--- src/p2rdf_pkg.sv ---
package p2rdf_pkg;

    localparam logic [1:0] RADIX_BIN = 2'd0;
    localparam logic [1:0] RADIX_OCT = 2'd1;
    localparam logic [1:0] RADIX_HEX = 2'd2;

    localparam logic [2:0] CFG_RADIX_ADDR = 3'd0;

    typedef enum logic [1:0] {
        MODE_BIN,
        MODE_OCT,
        MODE_HEX
    } t_mode;

    typedef struct packed {
        logic [1:0] radix_select;
    } t_cfg;

endpackage

--- src/pow2_radix_digit_formatter.sv ---
// Emits the digits of a VALUE_BITS-wide integer in binary, octal or hex (radix_select at
// address 0; code three reads as hex), most significant first, one transfer per digit, with
// minus, group-space and last marks. The radix is sampled when the number is taken. An item
// is loaded, then the shared digit shifter makes one pass per position of the full digit
// count of the width (VALUE_BITS for binary, ceil(VALUE_BITS/3) octal, ceil(VALUE_BITS/4)
// hex), leading zeros skipped and each remaining digit sent, a digit waiting while the
// output is stalled. Input ready is high only between numbers; the final digit may
// still wait at the output while the next number is taken.
module pow2_radix_digit_formatter #(
    parameter int VALUE_BITS = 64
) (
    input  logic        i_clk,
    input  logic        i_rst_n,
    input  logic        psel,
    input  logic        penable,
    input  logic        pwrite,
    input  logic [2:0]  paddr,
    input  logic [31:0] pwdata,
    output logic [31:0] prdata,
    output logic        pready,
    input  logic        i_valid,
    output logic        o_ready,
    input  logic [63:0] i_number,
    input  logic        i_sign_en,
    output logic        o_valid,
    input  logic        i_ready,
    output logic [3:0]  o_digit,
    output logic        o_minus_before,
    output logic        o_space_before,
    output logic        o_last
);
    import p2rdf_pkg::*;

    localparam int REM_W    = $clog2(VALUE_BITS + 1);
    localparam int MAXD_BIN = VALUE_BITS;
    localparam int MAXD_OCT = (VALUE_BITS + 2) / 3;
    localparam int MAXD_HEX = (VALUE_BITS + 3) / 4;
    localparam logic [1:0] OCT_MOD3 = 2'(MAXD_OCT % 3);

    typedef enum logic {
        S_IDLE,
        S_RUN
    } t_state;

    t_state                r_state;
    logic [VALUE_BITS-1:0] r_val;
    logic                  r_neg;
    logic                  r_lead;
    logic [REM_W-1:0]      r_rem;
    logic [1:0]            r_mod3;
    t_mode                 r_mode;

    t_cfg                  w_cfg;
    t_mode                 w_mode;
    logic [VALUE_BITS-1:0] w_v;
    logic                  w_sneg;
    logic [3:0]            w_digit;
    logic                  w_skip;
    logic                  w_slot;
    logic                  w_emit;
    logic                  w_group;
    logic [1:0]            n_mod3;

    p2rdf_apb_regs u_regs (
        .i_clk   (i_clk),
        .i_rst_n (i_rst_n),
        .psel    (psel),
        .penable (penable),
        .pwrite  (pwrite),
        .paddr   (paddr),
        .pwdata  (pwdata),
        .prdata  (prdata),
        .pready  (pready),
        .o_cfg   (w_cfg)
    );

    p2rdf_digit_unit #(
        .VALUE_BITS (VALUE_BITS),
        .REM_W      (REM_W)
    ) u_digit (
        .i_val   (r_val),
        .i_rem   (r_rem),
        .i_mode  (r_mode),
        .o_digit (w_digit)
    );

    always_comb begin
        case (w_cfg.radix_select)
            RADIX_BIN: w_mode = MODE_BIN;
            RADIX_OCT: w_mode = MODE_OCT;
            default:   w_mode = MODE_HEX;
        endcase
    end

    assign w_v     = i_number[VALUE_BITS-1:0];
    assign w_sneg  = i_sign_en & w_v[VALUE_BITS-1];
    assign o_ready = (r_state == S_IDLE);
    assign w_skip  = r_lead && (w_digit == 4'd0) && (r_rem != REM_W'(1));
    assign w_slot  = !o_valid || i_ready;
    assign w_emit  = (r_state == S_RUN) && !w_skip && w_slot;
    assign w_group = (r_mode == MODE_OCT) ? (r_mod3 == 2'd0) : (r_rem[1:0] == 2'b00);
    assign n_mod3  = (r_mod3 == 2'd0) ? 2'd2 : r_mod3 - 2'd1;

    always_ff @(posedge i_clk) begin
        if (!i_rst_n) begin
            r_state <= S_IDLE;
            o_valid <= 1'b0;
            r_lead  <= 1'b0;
        end else begin
            if (w_emit) begin
                o_valid <= 1'b1;
            end else if (i_ready) begin
                o_valid <= 1'b0;
            end
            case (r_state)
                S_IDLE: begin
                    if (i_valid) begin
                        r_state <= S_RUN;
                        r_lead  <= 1'b1;
                        r_neg   <= w_sneg;
                        r_val   <= w_sneg ? (~w_v + {{(VALUE_BITS-1){1'b0}}, 1'b1}) : w_v;
                        r_mode  <= w_mode;
                        r_mod3  <= OCT_MOD3;
                        case (w_mode)
                            MODE_BIN: r_rem <= REM_W'(MAXD_BIN);
                            MODE_OCT: r_rem <= REM_W'(MAXD_OCT);
                            default:  r_rem <= REM_W'(MAXD_HEX);
                        endcase
                    end
                end
                S_RUN: begin
                    if (w_skip) begin
                        r_rem  <= r_rem - REM_W'(1);
                        r_mod3 <= n_mod3;
                    end else if (w_slot) begin
                        o_digit        <= w_digit;
                        o_minus_before <= r_lead & r_neg;
                        o_space_before <= !r_lead && w_group;
                        o_last         <= (r_rem == REM_W'(1));
                        r_lead         <= 1'b0;
                        r_rem          <= r_rem - REM_W'(1);
                        r_mod3         <= n_mod3;
                        if (r_rem == REM_W'(1)) begin
                            r_state <= S_IDLE;
                        end
                    end
                end
                default: begin
                    r_state <= S_IDLE;
                end
            endcase
        end
    end

    a_load_starts_lead: assert property (@(posedge i_clk) disable iff (!i_rst_n)
        (i_valid && o_ready) |=> (r_state == S_RUN) && r_lead)
        else $error("accepted number did not start a leading-zero scan");

    a_rem_nonzero: assert property (@(posedge i_clk) disable iff (!i_rst_n)
        (r_state == S_RUN) |-> (r_rem != '0))
        else $error("digit counter ran out while running");

    a_mod3_track: assert property (@(posedge i_clk) disable iff (!i_rst_n)
        (r_state == S_RUN && r_mode == MODE_OCT) |-> (r_mod3 == 2'(r_rem % 3)))
        else $error("octal group phase lost track of digit counter");

    a_minus_no_space: assert property (@(posedge i_clk) disable iff (!i_rst_n)
        (o_valid && o_minus_before) |-> !o_space_before)
        else $error("minus and space marked on same digit");

    a_idle_after_last: assert property (@(posedge i_clk) disable iff (!i_rst_n)
        (r_state == S_RUN && !w_skip && w_slot && r_rem == REM_W'(1))
            |=> (r_state == S_IDLE) && o_valid && o_last)
        else $error("final digit did not end the number");

endmodule

--- src/p2rdf_apb_regs.sv ---
module p2rdf_apb_regs (
    input  logic              i_clk,
    input  logic              i_rst_n,
    input  logic              psel,
    input  logic              penable,
    input  logic              pwrite,
    input  logic [2:0]        paddr,
    input  logic [31:0]       pwdata,
    output logic [31:0]       prdata,
    output logic              pready,
    output p2rdf_pkg::t_cfg   o_cfg
);
    import p2rdf_pkg::*;

    logic [1:0] r_radix;

    always_ff @(posedge i_clk) begin
        if (!i_rst_n) begin
            r_radix <= RADIX_HEX;
        end else if (psel && penable && pwrite && (paddr == CFG_RADIX_ADDR)) begin
            r_radix <= pwdata[1:0];
        end
    end

    always_comb begin
        prdata = 32'd0;
        if (paddr == CFG_RADIX_ADDR) begin
            prdata = {30'd0, r_radix};
        end
    end

    assign pready = 1'b1;
    assign o_cfg.radix_select = r_radix;

endmodule

--- src/p2rdf_digit_unit.sv ---
module p2rdf_digit_unit #(
    parameter int VALUE_BITS = 64,
    parameter int REM_W      = 7
) (
    input  logic [VALUE_BITS-1:0] i_val,
    input  logic [REM_W-1:0]      i_rem,
    input  p2rdf_pkg::t_mode      i_mode,
    output logic [3:0]            o_digit
);
    import p2rdf_pkg::*;

    logic [REM_W-1:0]      w_dec;
    logic [REM_W+1:0]      w_shamt;
    logic [VALUE_BITS-1:0] w_shifted;

    assign w_dec = i_rem - {{(REM_W-1){1'b0}}, 1'b1};

    always_comb begin
        case (i_mode)
            MODE_BIN: w_shamt = {2'b00, w_dec};
            MODE_OCT: w_shamt = {1'b0, w_dec, 1'b0} + {2'b00, w_dec};
            default:  w_shamt = {w_dec, 2'b00};
        endcase
    end

    assign w_shifted = i_val >> w_shamt;

    always_comb begin
        case (i_mode)
            MODE_BIN: o_digit = {3'b000, w_shifted[0]};
            MODE_OCT: o_digit = {1'b0, w_shifted[2:0]};
            default:  o_digit = w_shifted[3:0];
        endcase
    end

endmodule

--- config.mk ---
export PLATFORM = sky130hd
export DESIGN_NAME = pow2_radix_digit_formatter
export DESIGN_NICKNAME = d
export VERILOG_FILES = /design/src/p2rdf_pkg.sv /design/src/pow2_radix_digit_formatter.sv /design/src/p2rdf_apb_regs.sv /design/src/p2rdf_digit_unit.sv
export SDC_FILE = /design/constraint.sdc
export NUM_CORES = 1
export LEC_CHECK = 0
export BUFFER_PORTS_ARGS = -buffer_cell sky130_fd_sc_hd__buf_4
export CAP_MARGIN = 20
export CORE_UTILIZATION = 45
export CTS_CLUSTER_DIAMETER = 100
export DETAILED_ROUTE_END_ITERATION = 8
export PLACE_DENSITY = 0.65
export REMOVE_ABC_BUFFERS = 1
export SLEW_MARGIN = 20
export SYNTH_ARGS = -nofsm -noshare
export SYNTH_HDL_FRONTEND = slang
export SYNTH_SLANG_ARGS = --single-unit
--- constraint.sdc ---
create_clock -name i_clk -period 14.2 [get_ports i_clk]
set_clock_uncertainty 0.2 [all_clocks]
set_input_delay 2.13 -clock i_clk [delete_from_list [all_inputs] [get_ports i_clk]]
set_output_delay 2.13 -clock i_clk [all_outputs]
set_load 0.005 [all_outputs]
* After elaboration in Yosys (flattened, before gate mapping)
Index checks and enable logic that the tools add are counted.
** Cells by class
- Bitwise logic cells :: 5
- Add/sub/neg operators :: 4
- Equal/unequal tests :: 9
- Shift-type cells :: 1
- Mux-type cells :: 27
- Reduce and logical (&&, ||, !) cells :: 24
** Operators by type and width (number)
- $add A64 B1 Y64 const B :: 1
- $mux W64 :: 1
- $not A64 Y64 :: 1
- $shr A64 B9 Y4 :: 1
- $pmux W7 S2 :: 2
- $mux W7 :: 3
- $pmux W9 S2 :: 1
- $logic_not A2 Y1 :: 5
- $mux W1 :: 10
- $mux W2 :: 5
- $add A8 B7 Y9 :: 1
- $reduce_and A3 Y1 :: 3
- $logic_and A1 B1 Y1 :: 8
- $pmux W2 S2 :: 2
- $pmux W4 S2 :: 1
- $eq A7 B1 Y1 const B :: 1
- $ne A7 B1 Y1 const B :: 1
- $sub A7 B1 Y7 const B :: 1
- $eq A2 B1 Y1 const B :: 3
- $logic_not A4 Y1 :: 1
- $ne A2 B2 Y1 const B :: 2
- $pmux W1 S2 :: 2
- $reduce_and A4 Y1 :: 1
- $logic_not A1 Y1 :: 3
- 8 further kinds :: 10
** Storage, ports and cells
- Output and inout bits :: 42
- Bits in registers :: 88
- Bits of input ports :: 107
- Logic and storage cells :: 83

* Longest topological paths before layout
- Word-level depth :: 12
- Mapped depth :: 20
- Mapped depth without buffers :: 17

* Cells and area by module
From an unflattened synthesis, not the netlist that was laid out.
** Second synthesis, totals
- Cell total of the unflattened synthesis :: 835
- Area total of the unflattened synthesis :: 7913.8 µm²
** By module, submodules not included
- pow2_radix_digit_formatter :: area an instance 4491.8 µm², times used 1, cells an instance 372
- p2rdf_digit_unit :: area an instance 3055.4 µm², times used 1, cells an instance 417
- p2rdf_apb_regs :: area an instance 366.6 µm², times used 1, cells an instance 46

* Worst setup path before layout
OpenSTA, ideal clock, no wires.
- Path kind :: flip-flop to flip-flop
- Start point :: reg r_rem[0]
- End point :: reg r_mod3[0] (enable)
- Data required time :: 13.619 ns
- Period minus slack after synthesis :: 5.451 ns
- Arrival :: 4.870 ns
- Buffers on the path :: 5
- Setup time :: 0.381 ns
- Stages on the path, launching flop included :: 20
- Setup slack :: 8.749 ns
- Cell sequence :: edfxtp_1 -> buf_2 -> buf_2 -> inv_1 -> ha_1 -> xor2_4 -> fa_1 -> clkbuf_1 -> nand2b_1 -> o211ai_4 -> and2_1 -> buf_2 -> buf_6 -> o211ai_1 -> a211o_1 -> a22oi_1 -> o22ai_1 -> a21oi_1 -> or4b_4 -> a31oi_1
** Between the ends
- Cells in the longest elaborated chain, start to end :: 10
- Elaborated cells on any way between the ends :: 11
- Those cells by class :: add/sub: 2; eq/ne: 2; shift: 1; mux: 2; reduce/logical: 4
** Ends and longest elaborated chain
- from (decl) :: RTL line pow2_radix_digit_formatter.sv:49 : logic [REM_W-1:0] r_rem;
- from (signal assigned) :: RTL line pow2_radix_digit_formatter.sv:125 : MODE_BIN: r_rem <= REM_W'(MAXD_BIN);
- from (signal assigned) :: RTL line pow2_radix_digit_formatter.sv:126 : MODE_OCT: r_rem <= REM_W'(MAXD_OCT);
- from (signal assigned) :: RTL line pow2_radix_digit_formatter.sv:127 : default: r_rem <= REM_W'(MAXD_HEX);
- $sub A7 B1 Y7 (*) :: RTL line p2rdf_digit_unit.sv:16 : assign w_dec = i_rem - {{(REM_W-1){1'b0}}, 1'b1};
- via u_digit.w_dec[0] :: RTL line p2rdf_digit_unit.sv:12 : logic [REM_W-1:0] w_dec;
- $add A8 B7 Y9 :: RTL line p2rdf_digit_unit.sv:21 : MODE_OCT: w_shamt = {1'b0, w_dec, 1'b0} + {2'b00, w_dec};
- $pmux W9 S2 (*) :: RTL line p2rdf_digit_unit.sv:19 : case (i_mode)
- $shr A64 B9 Y4 (*) :: RTL line p2rdf_digit_unit.sv:26 : assign w_shifted = i_val >> w_shamt;
- $pmux W4 S2 (*) :: RTL line p2rdf_digit_unit.sv:29 : case (i_mode)
- $logic_not A4 Y1 (*) :: RTL line pow2_radix_digit_formatter.sv:98 : assign w_skip = r_lead && (w_digit == 4'd0) && (r_rem != REM_W'(1));
- $logic_and A1 B1 Y1 (*) (2 in series) :: RTL line pow2_radix_digit_formatter.sv:98
- $ne A3 B1 Y1 (no source line) (*)
- $reduce_and A3 Y1 (no source line) (*)
- to (signal assigned) :: RTL line pow2_radix_digit_formatter.sv:134 : r_mod3 <= n_mod3;
- to (signal assigned) :: RTL line pow2_radix_digit_formatter.sv:142 : r_mod3 <= n_mod3;
- to (decl) :: RTL line pow2_radix_digit_formatter.sv:50 : logic [1:0] r_mod3;
Mark *: on every way through the listed nets, which the timed path passes. The rest lies on a longest branch.
A chain may end at the register's enable or synchronous reset.

* Worst setup path after layout
- Start point :: reg r_rem[0]
- End point :: reg r_rem[0] (enable)
** Between the ends
- Cells in the longest elaborated chain, start to end :: 10
- Elaborated cells on any way between the ends :: 11
- Those cells by class :: add/sub: 2; eq/ne: 2; shift: 1; mux: 2; reduce/logical: 4
** Ends and longest elaborated chain
- $sub A7 B1 Y7 (*) :: RTL line p2rdf_digit_unit.sv:16
- via u_digit.w_dec[0] :: RTL line p2rdf_digit_unit.sv:12
- $add A8 B7 Y9 :: RTL line p2rdf_digit_unit.sv:21
- $pmux W9 S2 (*) :: RTL line p2rdf_digit_unit.sv:19
- $shr A64 B9 Y4 (*) :: RTL line p2rdf_digit_unit.sv:26
- $pmux W4 S2 (*) :: RTL line p2rdf_digit_unit.sv:29
- via u_digit.o_digit[1] :: RTL line p2rdf_digit_unit.sv:8 : output logic [3:0] o_digit
- $logic_not A4 Y1 (*) :: RTL line pow2_radix_digit_formatter.sv:98
- $logic_and A1 B1 Y1 (*) (2 in series) :: RTL line pow2_radix_digit_formatter.sv:98
- $ne A3 B1 Y1 (no source line) (*)
- $reduce_and A3 Y1 (no source line) (*)
Marked as above.

==> summary.md <==
| Metric | Value |
|---|---|
| Final GP Congestion | 0.8890 |
| Area share of the largest cell type after synthesis | 32.04% |
| Reg clk slew, reported paths | 0.06 ns |
| Clock share of power | 33.0% |
| Post-layout min period | 6.502 ns |
| Post-route ant nets | 0 |
| Flops & latches, synth | 88 |
| Fillcell total | 1,562 |
| Worst-path cell chain | buf_4 -> inv_1 -> ha_1 -> xor2_4 -> fa_1 -> nand2b_1 -> o211ai_4 -> and2_1 -> buf_4 -> a221oi_1 -> a311oi_1 -> a211o_1 -> a311oi_1 -> a21oi_1 -> or4b_4 -> a31oi_2 |
| Post-CTS Resized | 0 |
| WP buf/inv | 3 |
| Tot Pwr | roughly 740 uW |
| GR Overflow Total | 0 |
| Die height | 133.5 um |
| Setup crit start | r_rem[0] |
| Most common cell in the synthesized netlist | nand2_1 |
| CP max-delay cell | fa_1 |
| Max-slew headroom | 35.66% |
| Core area | 16,700 um2 |
| Synth Cell Area | 7779 um2 |
| Leak Pwr | ~3.2 nW |
| Synth Flop Type | edfxtp_1 |
| Arrival @ worst endpoint | 6.28 ns |
| Top cells by count, synth | nand2_1, edfxtp_1, a21oi_1 |
| Maximum vdd drop | 0.00005750 V |
| Worst-margin pin slew | 0.9641 ns |
| Core Rows | 47 |
| CTS sink cnt | 88 |
| Clock latency on the worst-skew pair | between 0.3 and 0.4 ns |
| Sequential Power Share | between 40% and 50% |
| CTS tree | yes |
| Final wirelength | 18.20 mm |
| Sequential share of the synthesized area | between 30% and 40% |
| Dpl hpwl | 13.37 mm |
| Library cells used by synthesis | 100 |
| CP Max Fanout | 20 |
| Inserted Diodes | 0 |
| Max Slew Vio Count | 0 |
| Area Growth Syn to Fin | 11.98% |
| CP Capture Type | flip-flop |
| CP peak stage delay | 0.62 ns |
| Pin count of the biggest net entering global routing | 68 |
| Synth warn | 0 |
| Result of the run | finished clean |
| RSZ-0062 raised after global routing | false |
| Async set or reset register ratio after synthesis | 0% |
| Vias in the first global route | 5,892 |
| Hold Crit Class | flip-flop to flip-flop |
| Cell Int Power | 528.3 uW |
| Min-delay src | r_neg |
| Setup TNS | 0 ns |
| Worst r2r src | r_rem[0] |
| Number of flops mapped to enable cells by yosys | slightly above 80 |
| Drt first pass iters | 5 |
| Period utilization | 45.79% |
| Share of layout cells above drive strength 1 | 19.48% |
| Switching Share | 28.42% |
| IO Port Bufs | 87 |
| Vias | 6,377 |
| GR Util All Layers | a little over 20% |
| Worst Setup Start Kind | flip-flop |
| WL per Instance | 16.50 um |
| CTS Buffer Depth | 2 |
| Vias/cell | 5.782 |
| Delay-heaviest family, CP | compound AO/OA/AOI/OAI gates |
| Area leader, netlist | edfxtp_1 |
| Final hold vios | 0 |
| Logic pwr share | 24.3% |
| CP required | between 10 and 15 ns |
| Initial antenna violation count | 0 |
| Hold buffers post-CTS | 0 |
| Die W | around 130 um |
| Reg-to-reg slack, setup | 7.70 ns |
| CTS H-tree depth | 3 |
| Global-route wire length before repair | roughly 30 mm |
| Post-CTS setup buffers | 0 |
| I/O pins | 149 |
| P per Cell Area | around 85 nW/um2 |
| Mapped Avg Cell Area | about 9.5 um2 |
| Top post-synthesis cells by area | edfxtp_1, mux4_2, mux2i_1 |
| Residual DRC | 0 |
| Nets | 997 |
| Max-cap check violation count | 0 |
| Cell count after synthesis | ~800 |
| Die area | about 18,000 um2 |
| DRT iter0 DRCs | between 400 and 500 |
| Num CTS Buffers | 9 |
| NetSw | 209.8 uW |
| Achievable frequency | 153.8 MHz |
| Root Driver | clkbuf_16 |
| Starting density of the core | 46.58% |
| Setup Crit Path Kind | flip-flop to flip-flop |
| # setup viols final | 0 |
## stage by stage
| stage | hold WS, ns | area [um2] | util, % | setup slack, ns | std cells |
|---|---|---|---|---|---|
| 2_1_floorplan | 0.2672 | 7381 | - | 8.186 | 771 |
| 3_3_place_gp | 0.3068 | 8397 | 50.28 | 7.417 | 1087 |
| 3_5_place_dp | 0.3167 | 8397 | 50.28 | 7.437 | 1087 |
| 4_1_cts | 0.3338 | 8705 | 52.12 | 7.401 | 1103 |
| 5_1_grt | 0.3539 | 8711 | 52.16 | 7.342 | 1103 |
| 6_report | 0.3343 | 8711 | 52.16 | 7.698 | 1103 |
## power groups by stage
stage	Sequential [mW]	Clock [mW]	Combinational, mW
4_1_cts	0.315	0.249	0.178
6_report	0.315	0.243	0.180
3_5_place_dp	0.320	0	0.177
2_1_floorplan	0.317	0	0.119
5_1_grt	0.317	0.259	0.197
3_3_place_gp	0.320	0	0.176
## path summary, 6_finish.rpt
path / endpoint / depth (start not counted)
setup / recovery: r_rem[0] / 16
hold / removal: o_minus_before / 1
setup reg to reg: r_rem[0] / 16
hold reg to reg: o_minus_before / 1
## kinds of logic after synthesis
group | synth area share, %
xor+xnor | 8.332
compound gates | 17.66
fa+ha+maj | 2.027
simple gates | 17.77
mux | 13.00
flops | 33.33
buf+inv | 7.785
other cells | 0.09655
## registers in the layout (all words and copies together), names as in the netlist
name / flops
r_lead: 1
o_digit: 4
o_minus_before: 1
u_regs.o_cfg: 2
o_space_before: 1
o_last: 1
r_rem: 7
r_neg: 1
r_state: 1
r_val: 64
o_valid: 1
r_mod3: 2
r_mode: 2
## metal layers
metal  global-route usage [%]  vias up  wire (um)
met1                    28.97     3014       8637
met2                    33.25      215       8318
li1                         -     3130          -
met3                    3.387       18        949
met4                    5.871        0        295
met5                        0        -          0
## cell usage in the layout, fill, tap and decap left out, types with 11 or more instances in the layout
| cell | count |
|---|---|
| nor3_1 | 21 |
| inv_1 | 23 |
| mux4_2 | 21 |
| conb_1 | 31 |
| nor2_1 | 48 |
| nand2_1 | 92 |
| o211ai_1 | 13 |
| nand3_1 | 29 |
| o21ai_0 | 24 |
| a21oi_1 | 49 |
| or3_1 | 13 |
| buf_4 | 96 |
| mux2i_1 | 41 |
| edfxtp_1 | 83 |
| ha_1 | 11 |
| xnor2_1 | 33 |
| xor2_1 | 36 |
## final cells by class
class                   count  area, um2  area share, %
multi-input cells         657       4716          54.14
inverters                  26      98.84          1.135
clock buffers              12      256.5          2.945
repair buffers             96      720.7          8.273
well taps                 220      275.3          3.160
flip-flops and latches     88       2592          29.76
clock inverters             4      51.30         0.5889
No activity file was read; power rests on OpenSTA's default activity.
